<file path="config.mk">
export PLATFORM = sky130hd
export DESIGN_NAME = triangle_area_min_max
export DESIGN_NICKNAME = d
export VERILOG_FILES = /design/src/hw/rtl/tam_pkg.sv /design/src/hw/rtl/tam_ser_mul.sv /design/src/hw/rtl/tam_isqrt.sv /design/src/hw/rtl/triangle_area_min_max.sv
export VERILOG_INCLUDE_DIRS = /design/src /design/src/hw/rtl
export SDC_FILE = /design/constraint.sdc
export NUM_CORES = 1
export LEC_CHECK = 0
export BUFFER_PORTS_ARGS = -buffer_cell sky130_fd_sc_hd__buf_2
export CORE_UTILIZATION = 60
export CTS_CLUSTER_SIZE = 10
export DETAILED_ROUTE_END_ITERATION = 16
export PLACE_DENSITY = 0.76
export SLEW_MARGIN = 15
export SYNTH_ARGS = -nofsm -noshare
export SYNTH_HDL_FRONTEND = slang
export SYNTH_HIERARCHICAL = 1
export SYNTH_SLANG_ARGS = --single-unit
</file>
<file path="constraint.sdc">
create_clock -name i_clk -period 11.7 [get_ports i_clk]
set_input_delay 1.17 -clock i_clk [delete_from_list [all_inputs] [get_ports i_clk]]
set_output_delay 1.17 -clock i_clk [all_outputs]
set_load 0.03 [all_outputs]
</file>
<file path="src/hw/rtl/triangle_area_min_max_defines.svh">
// Assertion macros for the triangle area tracker.
`ifndef TRIANGLE_AREA_MIN_MAX_DEFINES_SVH
`define TRIANGLE_AREA_MIN_MAX_DEFINES_SVH

// Same-cycle implication, clocked on i_clk, off during reset.
`define TAM_ASSERT_NOW(label, ante, cons) \
    label: assert property (@(posedge i_clk) disable iff (!i_rst_n) (ante) |-> (cons)) \
        else $error("tam assertion failed");

// Next-cycle implication, clocked on i_clk, off during reset.
`define TAM_ASSERT_NEXT(label, ante, cons) \
    label: assert property (@(posedge i_clk) disable iff (!i_rst_n) (ante) |=> (cons)) \
        else $error("tam assertion failed");

`endif

</file>
<file path="src/hw/rtl/tam_pkg.sv">
// Shared constants and types of the triangle area tracker.
package tam_pkg;

    localparam int SIDE_BITS_DEF = 16;
    localparam int AREA_W        = 33;
    localparam int OUT_DATA_W    = ((3 * AREA_W + 7) / 8) * 8;
    localparam int OUT_USER_W    = 2;

    typedef enum logic [2:0] {
        ST_IDLE,
        ST_MUL,
        ST_PROD,
        ST_ROOT,
        ST_HOLD
    } t_state;

endpackage

</file>
<file path="src/hw/rtl/tam_ser_mul.sv">
// Bit-serial shift-add multiplier, one multiplier bit per cycle.
module tam_ser_mul #(
    parameter int XW = 18,
    parameter int YW = 17
) (
    input  logic               i_clk,
    input  logic               i_rst_n,
    input  logic               i_start,
    input  logic [XW-1:0]      i_x,
    input  logic [YW-1:0]      i_y,
    output logic               o_done,
    output logic [XW+YW-1:0]   o_p
);

    localparam int CNT_W = $clog2(YW);

    logic [XW-1:0]    r_x;
    logic [XW+YW-1:0] r_p, n_p;
    logic [CNT_W-1:0] r_cnt;
    logic             r_busy;
    logic             r_done;
    logic [XW:0]      w_sum;

    assign w_sum = {1'b0, r_p[XW+YW-1:YW]} + (r_p[0] ? {1'b0, r_x} : {(XW+1){1'b0}});
    assign n_p   = {w_sum, r_p[YW-1:1]};

    always_ff @(posedge i_clk) begin
        if (!i_rst_n) begin
            r_busy <= 1'b0;
            r_done <= 1'b0;
            r_cnt  <= '0;
        end else begin
            r_done <= 1'b0;
            if (i_start) begin
                r_busy <= 1'b1;
                r_cnt  <= '0;
            end else if (r_busy) begin
                r_cnt <= r_cnt + 1'b1;
                if (r_cnt == CNT_W'(YW - 1)) begin
                    r_busy <= 1'b0;
                    r_done <= 1'b1;
                end
            end
        end
    end

    always_ff @(posedge i_clk) begin
        if (i_start) begin
            r_x <= i_x;
            r_p <= {{XW{1'b0}}, i_y};
        end else if (r_busy) begin
            r_p <= n_p;
        end
    end

    assign o_done = r_done;
    assign o_p    = r_p;

endmodule

</file>
<file path="src/hw/rtl/tam_isqrt.sv">
// Digit-by-digit integer square root, one root bit per cycle.
module tam_isqrt #(
    parameter int NW = 66
) (
    input  logic            i_clk,
    input  logic            i_rst_n,
    input  logic            i_start,
    input  logic [NW-1:0]   i_n,
    output logic            o_done,
    output logic [NW/2-1:0] o_root
);

    localparam int RW    = NW / 2;
    localparam int REM_W = RW + 2;
    localparam int CNT_W = $clog2(RW);

    logic [NW-1:0]    r_n;
    logic [REM_W-1:0] r_rem;
    logic [RW-1:0]    r_root;
    logic [CNT_W-1:0] r_cnt;
    logic             r_busy;
    logic             r_done;
    logic [REM_W+1:0] w_rem_sh;
    logic [REM_W+1:0] w_trial;
    logic [REM_W+1:0] w_diff;
    logic             w_fit;

    assign w_rem_sh = {r_rem, r_n[NW-1:NW-2]};
    assign w_trial  = {2'b00, r_root, 2'b01};
    assign w_diff   = w_rem_sh - w_trial;
    assign w_fit    = (w_rem_sh >= w_trial);

    always_ff @(posedge i_clk) begin
        if (!i_rst_n) begin
            r_busy <= 1'b0;
            r_done <= 1'b0;
            r_cnt  <= '0;
        end else begin
            r_done <= 1'b0;
            if (i_start) begin
                r_busy <= 1'b1;
                r_cnt  <= '0;
            end else if (r_busy) begin
                r_cnt <= r_cnt + 1'b1;
                if (r_cnt == CNT_W'(RW - 1)) begin
                    r_busy <= 1'b0;
                    r_done <= 1'b1;
                end
            end
        end
    end

    always_ff @(posedge i_clk) begin
        if (i_start) begin
            r_n    <= i_n;
            r_rem  <= '0;
            r_root <= '0;
        end else if (r_busy) begin
            r_n <= {r_n[NW-3:0], 2'b00};
            if (w_fit) begin
                r_rem  <= w_diff[REM_W-1:0];
                r_root <= {r_root[RW-2:0], 1'b1};
            end else begin
                r_rem  <= w_rem_sh[REM_W-1:0];
                r_root <= {r_root[RW-2:0], 1'b0};
            end
        end
    end

    assign o_done = r_done;
    assign o_root = r_root;

endmodule

</file>
<file path="src/hw/rtl/triangle_area_min_max.sv">
// A valid triangle runs through the bit-serial multipliers (SIDE_BITS+1 and 2*SIDE_BITS+2
// steps) and the root unit (2*SIDE_BITS+1 steps) before its result is loaded to the output;
// an invalid triangle skips them. A new item is taken only when the controller is idle,
// after the last result has been loaded to the output.
// Reset (i_rst_n low, synchronous): largest 0, smallest all ones, seen flag clear,
// output empty, controller idle.
`include "triangle_area_min_max_defines.svh"

module triangle_area_min_max #(
    parameter int SIDE_BITS = tam_pkg::SIDE_BITS_DEF
) (
    input  logic                                      i_clk,
    input  logic                                      i_rst_n,
    input  logic                                      i_s_tvalid,
    output logic                                      o_s_tready,
    // side_a, side_b, side_c from the lowest bit up, zero padding above
    input  logic [((3*SIDE_BITS+7)/8)*8-1:0]          i_s_tdata,
    output logic                                      o_m_tvalid,
    input  logic                                      i_m_tready,
    // area_x4, largest_area, smallest_area from the lowest bit up, zero padding above
    output logic [tam_pkg::OUT_DATA_W-1:0]            o_m_tdata,
    // is_triangle, any_seen from the lowest bit up
    output logic [tam_pkg::OUT_USER_W-1:0]            o_m_tuser
);

    localparam int S      = SIDE_BITS;
    localparam int AW     = tam_pkg::AREA_W;
    localparam int M1_W   = 2 * S + 3;
    localparam int M2_W   = 2 * S + 2;
    localparam int PROD_W = 4 * S + 2;
    localparam int ROOT_W = 2 * S + 1;

    tam_pkg::t_state r_state, n_state;

    logic [S-1:0]      w_a, w_b, w_c;
    logic [S:0]        w_bc, w_ac, w_ab;
    logic [S:0]        w_fa, w_fb, w_fc;
    logic [S+1:0]      w_s;
    logic              w_valid;
    logic              w_accept;
    logic              w_load;
    logic              w_mul_start, w_prod_start, w_root_start;
    logic              w_m1_done, w_m2_done, w_pr_done, w_rt_done;
    logic [M1_W-1:0]   w_m1;
    logic [M2_W-1:0]   w_m2;
    logic [M1_W+M2_W-1:0] w_prod_full;
    logic [ROOT_W-1:0] w_root;
    logic [AW-1:0]     w_area_sat;

    logic [AW-1:0]     r_area, n_area;
    logic              r_tri, n_tri;
    logic              r_out_valid, n_out_valid;
    logic [AW-1:0]     r_out_area;
    logic              r_out_tri;
    logic [AW-1:0]     r_max, n_max;
    logic [AW-1:0]     r_min, n_min;
    logic              r_seen, n_seen;

    assign w_a = i_s_tdata[S-1:0];
    assign w_b = i_s_tdata[2*S-1:S];
    assign w_c = i_s_tdata[3*S-1:2*S];

    assign w_bc = {1'b0, w_b} + {1'b0, w_c};
    assign w_ac = {1'b0, w_a} + {1'b0, w_c};
    assign w_ab = {1'b0, w_a} + {1'b0, w_b};
    assign w_s  = {2'b00, w_a} + {2'b00, w_b} + {2'b00, w_c};
    assign w_fa = w_bc - {1'b0, w_a};
    assign w_fb = w_ac - {1'b0, w_b};
    assign w_fc = w_ab - {1'b0, w_c};
    assign w_valid = ({1'b0, w_a} < w_bc) && ({1'b0, w_b} < w_ac) && ({1'b0, w_c} < w_ab);

    assign o_s_tready = (r_state == tam_pkg::ST_IDLE);
    assign w_accept   = i_s_tvalid && o_s_tready;

    tam_ser_mul #(.XW(S + 2), .YW(S + 1)) u_mul_sf (
        .i_clk   (i_clk),
        .i_rst_n (i_rst_n),
        .i_start (w_mul_start),
        .i_x     (w_s),
        .i_y     (w_fa),
        .o_done  (w_m1_done),
        .o_p     (w_m1)
    );

    tam_ser_mul #(.XW(S + 1), .YW(S + 1)) u_mul_bc (
        .i_clk   (i_clk),
        .i_rst_n (i_rst_n),
        .i_start (w_mul_start),
        .i_x     (w_fb),
        .i_y     (w_fc),
        .o_done  (w_m2_done),
        .o_p     (w_m2)
    );

    tam_ser_mul #(.XW(M1_W), .YW(M2_W)) u_mul_prod (
        .i_clk   (i_clk),
        .i_rst_n (i_rst_n),
        .i_start (w_prod_start),
        .i_x     (w_m1),
        .i_y     (w_m2),
        .o_done  (w_pr_done),
        .o_p     (w_prod_full)
    );

    tam_isqrt #(.NW(PROD_W)) u_root (
        .i_clk   (i_clk),
        .i_rst_n (i_rst_n),
        .i_start (w_root_start),
        .i_n     (w_prod_full[PROD_W-1:0]),
        .o_done  (w_rt_done),
        .o_root  (w_root)
    );

    generate
        if (ROOT_W > AW) begin : g_sat
            assign w_area_sat = (|w_root[ROOT_W-1:AW]) ? {AW{1'b1}} : w_root[AW-1:0];
        end else begin : g_ext
            assign w_area_sat = AW'(w_root);
        end
    endgenerate

    always_comb begin
        n_state      = r_state;
        n_area       = r_area;
        n_tri        = r_tri;
        n_out_valid  = r_out_valid;
        n_max        = r_max;
        n_min        = r_min;
        n_seen       = r_seen;
        w_mul_start  = 1'b0;
        w_prod_start = 1'b0;
        w_root_start = 1'b0;
        w_load       = 1'b0;

        if (r_out_valid && i_m_tready) begin
            n_out_valid = 1'b0;
        end

        case (r_state)
            tam_pkg::ST_IDLE: begin
                if (w_accept) begin
                    n_tri  = w_valid;
                    n_area = '0;
                    if (w_valid) begin
                        w_mul_start = 1'b1;
                        n_state     = tam_pkg::ST_MUL;
                    end else begin
                        n_state = tam_pkg::ST_HOLD;
                    end
                end
            end
            tam_pkg::ST_MUL: begin
                if (w_m1_done && w_m2_done) begin
                    w_prod_start = 1'b1;
                    n_state      = tam_pkg::ST_PROD;
                end
            end
            tam_pkg::ST_PROD: begin
                if (w_pr_done) begin
                    w_root_start = 1'b1;
                    n_state      = tam_pkg::ST_ROOT;
                end
            end
            tam_pkg::ST_ROOT: begin
                if (w_rt_done) begin
                    n_area  = w_area_sat;
                    n_state = tam_pkg::ST_HOLD;
                end
            end
            tam_pkg::ST_HOLD: begin
                if (!r_out_valid || i_m_tready) begin
                    w_load      = 1'b1;
                    n_out_valid = 1'b1;
                    n_state     = tam_pkg::ST_IDLE;
                    if (r_tri) begin
                        n_seen = 1'b1;
                        if (r_area > r_max) begin
                            n_max = r_area;
                        end
                        if (r_area < r_min) begin
                            n_min = r_area;
                        end
                    end
                end
            end
            default: begin
                n_state = tam_pkg::ST_IDLE;
            end
        endcase
    end

    always_ff @(posedge i_clk) begin
        if (!i_rst_n) begin
            r_state     <= tam_pkg::ST_IDLE;
            r_out_valid <= 1'b0;
            r_max       <= '0;
            r_min       <= {AW{1'b1}};
            r_seen      <= 1'b0;
        end else begin
            r_state     <= n_state;
            r_out_valid <= n_out_valid;
            r_max       <= n_max;
            r_min       <= n_min;
            r_seen      <= n_seen;
        end
    end

    always_ff @(posedge i_clk) begin
        r_area <= n_area;
        r_tri  <= n_tri;
        if (w_load) begin
            r_out_area <= r_area;
            r_out_tri  <= r_tri;
        end
    end

    assign o_m_tvalid = r_out_valid;
    assign o_m_tdata  = {{(tam_pkg::OUT_DATA_W - 3 * AW){1'b0}}, r_min, r_max, r_out_area};
    assign o_m_tuser  = {r_seen, r_out_tri};

    `TAM_ASSERT_NOW(a_min_le_max, r_seen, r_min <= r_max)
    `TAM_ASSERT_NOW(a_bad_zero_area, r_out_valid && !r_out_tri, r_out_area == '0)
    `TAM_ASSERT_NEXT(a_bad_skips_math, w_accept && !w_valid, r_state == tam_pkg::ST_HOLD)
    `TAM_ASSERT_NOW(a_tri_sets_seen, r_out_valid && r_out_tri, r_seen)

endmodule
</file>
==> impl_metrics.ini <==
[placed_design]
dpl.hpwl_um = 62000
routabilityCongestion = 0.976
portBuffers = 154
place_ws_ns = 4.70

[worst_setup_path]
worst-r2r-cell-count = 10
crit_required_ns = 11.95
critPathMaxFanout = 63
path_class = input port to register
arrival_ns = 6.63
crit_family = simple AND/OR/NAND/NOR gates
endpoint_kind = register
crit_chain = buf_2 -> ha_1 -> inv_1 -> fa_1 -> nor2b_1 -> o31a_1 -> o21ai_2 -> o211ai_1 -> a21o_1 -> a21oi_1 -> xnor2_1 -> ha_1 -> and3_1 -> nand2_1 -> or4_1 -> o21ai_0 -> o21ai_0 -> a311o_1 -> o211a_1 -> and2_4 -> nor2_1 -> inv_1
start_kind = input port
slowest_delay_ns = 0.55
cp_num_buf_inv = 3
slowest_stage = nor2_1
cp_num_cells = 22

[timing]
relSlewSlack_pct = 24.7
clock_skew_ns = 0.0289
finalCritPeriodShare_pct = 54.6
rsz0062_at_grt = no
max_freq_mhz = 157
holdWs_ns = 0.448
fin_crit_ns = 6.38
setup_slack_ns = 5.32
fin_tns_setup_ns = 0
final-hold-violation-count = 0
finalMaxSlewViolations = 0
setup_viol = 0
worst_pin_slew_ns = 1.13

[synth]
synthArstFlopShare_pct = 0
synth_adder_area_share_pct = 12.8
synth_cell_type_count = 104
synth_top_family_by_area = compound AO/OA/AOI/OAI gates
ys.flop_type = edfxtp_1
synthSimpleGateAreaFrac_pct = 14.3
synth_xor_area_share_pct = 4.92
syn_inst = 3262
yosys_warnings = 6
ys_ff_latch = 511
synth-seq-area-share_pct = 39.9
synth-edff-count = 272
post_synth.cell_area_avg_um2 = 9.94
synth-compound-area-share_pct = 15.0
synthesis.area_um2 = 32400
synthMuxAreaShare_pct = 8.45

[clock_network]
cts_setup_buffers = 0
cts_sinks = 511
htreeDepth = 2
postCtsHoldBufs = 0
cts.clk_slew.worst_paths_ns = 0.06
cts-root-buf = clkbuf_16
clk_latency_ns = 0.63
cts_buffer_depth = 3
cts_tree = done
cts_resized = 0
numCtsBuffers = 58

[hold_path]
holdPathStages = 0
hp-class = register to register

[floorplanning]
pin_count = 160
die_width_um = 234
die_h_um = 234
dieArea_um2 = 55000
row_count = 84
start_util_pct = 61.2
core_area_um2 = 53000

[route]
drtPass1Iterations = 6
drtIter0Drc = 1684
wirelength_um = 81500
vias_per_cell = 6.02
num_vias = 24800
drc = 0
routedWlPerCell_um = 19.8
ant_nets = 0

[layout]
syn_to_final_growth_pct = 9.11
fill_cells = 4158
seqCellArea_um2 = 13000
diodes = 0
drive_gt1_share_pct = 12.6
multi_input_area_um2 = 18100
nets = 3752

[global_route]
antenna_found_initial = 0
track_usage_pct = 29.5
grt_max_degree = 75
grt_pass1_vias = 24000
grt_pass1_wl_um = 128000
grt.overflow.total = 0

[run_status]
status = complete, no violations

[pwr]
p_leak_nw = 14.5
irDropWorstVdd_uv = 119
p_per_area_nw_per_um2 = 164

[run]
cap_viol_max_count = 0
[cells in the mapped netlist (all sizes together), types with 25 or more instances]
cell type	instances	area [um2]
o21bai	25	191
clkbuf	77	339
mux2i	124	1240
nand4	52	325
and2	114	713
nor2	226	856
a21oi	218	1100
inv	227	852
fa	27	541
xnor2	113	990
mux2	133	1500
o21a	30	225
dfxtp	239	4780
nand3	42	210
nand2	239	897
a21o	90	678
buf	35	254
nor2b	98	621
edfxtp	272	8170
a211oi	36	285
nor3	42	220
ha	289	3620
xor2	69	604
o21ai	133	681
[final timing paths]
check	to	slack [ns]	start
setup / recovery	u_mul_bc/o_p[0]	5.32	i_s_tdata[16]
setup reg to reg	r_min[7]	7.94	r_area[28]
hold / removal	u_mul_prod/r_x[6]	0.45	u_mul_sf/o_p[6]
hold reg to reg	u_mul_prod/r_x[6]	0.45	u_mul_sf/o_p[6]
[logic make-up (layout without fill, tap and decap cells)]
group,after synthesis,after routing
xor gates and xnor gates,182,182
buffers and inverters,341,508
other,1,5
adders and majority gates,316,316
muxes,257,257
AOI/OAI and AO/OA,727,727
and+or+nand+nor,927,927
DFF,511,511
[worst register-to-register path, stage by stage (launching register included)]
cell	delay, ns
edfxtp_1	0.50
ha_1	0.33
and4_1	0.23
nand2_1	0.09
or3_1	0.46
nor4_1	0.62
o31ai_1	0.34
nand4_1	0.24
o32ai_4	0.24
buf_4	0.34
mux2i_1	0.21
[flip-flops by register name (all words and copies together), names as in the netlist, 33 cells and up]
name / count
r_area: 33
r_max: 33
r_min: 33
r_out_area: 33
u_mul_bc/o_p: 34
u_mul_prod/o_p: 69
u_mul_prod/r_x: 35
u_mul_sf/o_p: 35
u_root/o_root: 33
u_root/r_n: 66
u_root/r_rem: 35
[cell type report]
type | instances | area share [%]
multi-input cells | 2414 | 51.1
flip-flops and latches | 511 | 36.6
clock buffers | 105 | 4.71
repair buffers | 170 | 2.53
well taps | 688 | 2.43
inverters | 229 | 2.43
clock inverters | 4 | 0.180
[layer usage]
| layer | GRT usage [%] | part of all wire [%] | up-vias |
|---|---|---|---|
| li1 | - | - | 12000 |
| met1 | 37.9 | 43 | 11900 |
| met2 | 50.9 | 48 | 734 |
| met3 | 3.66 | 4.9 | 151 |
| met4 | 10.7 | 3.5 | 0 |
| met5 | 0 | 0 | - |
[cell usage in the layout, fill, tap and decap left out, drive strengths merged, types with 18 or more instances in the layout]
cell	count
or3	18
nor3	42
a21o	90
nand2	239
xor2	69
clkbuf	105
ha	289
nand4	52
mux2i	124
buf	170
o21ai	133
o211ai	21
nand3	42
o21a	30
a21oi	218
mux2	133
dfxtp	239
o21bai	25
inv	229
nor2	226
and2	114
a211oi	36
a31oi	23
nand2b	23
and3	20
fa	27
nor2b	98
xnor2	113
edfxtp	272
[power by group]
part | internal (W) | switching, W | total [W]
clock network | 0.000957 | 0.000710 | 0.00167
logic | 0.000745 | 0.00108 | 0.00183
registers | 0.00212 | 0.000178 | 0.00230
total | 0.00382 | 0.00197 | 0.00579
[metrics by stage]
stage,area (um2),utilization [%],instances,power [W]
6_report,35400,66.8,4121,0.00579
5_1_grt,35400,66.8,4121,0.00610
4_1_cts,35400,66.8,4121,0.00580
3_5_place_dp,33600,63.5,4012,0.00413
3_3_place_gp,33600,63.5,4012,0.00407
2_1_floorplan,32400,-,3266,0.00365
(Power assumes the default switching activity.)
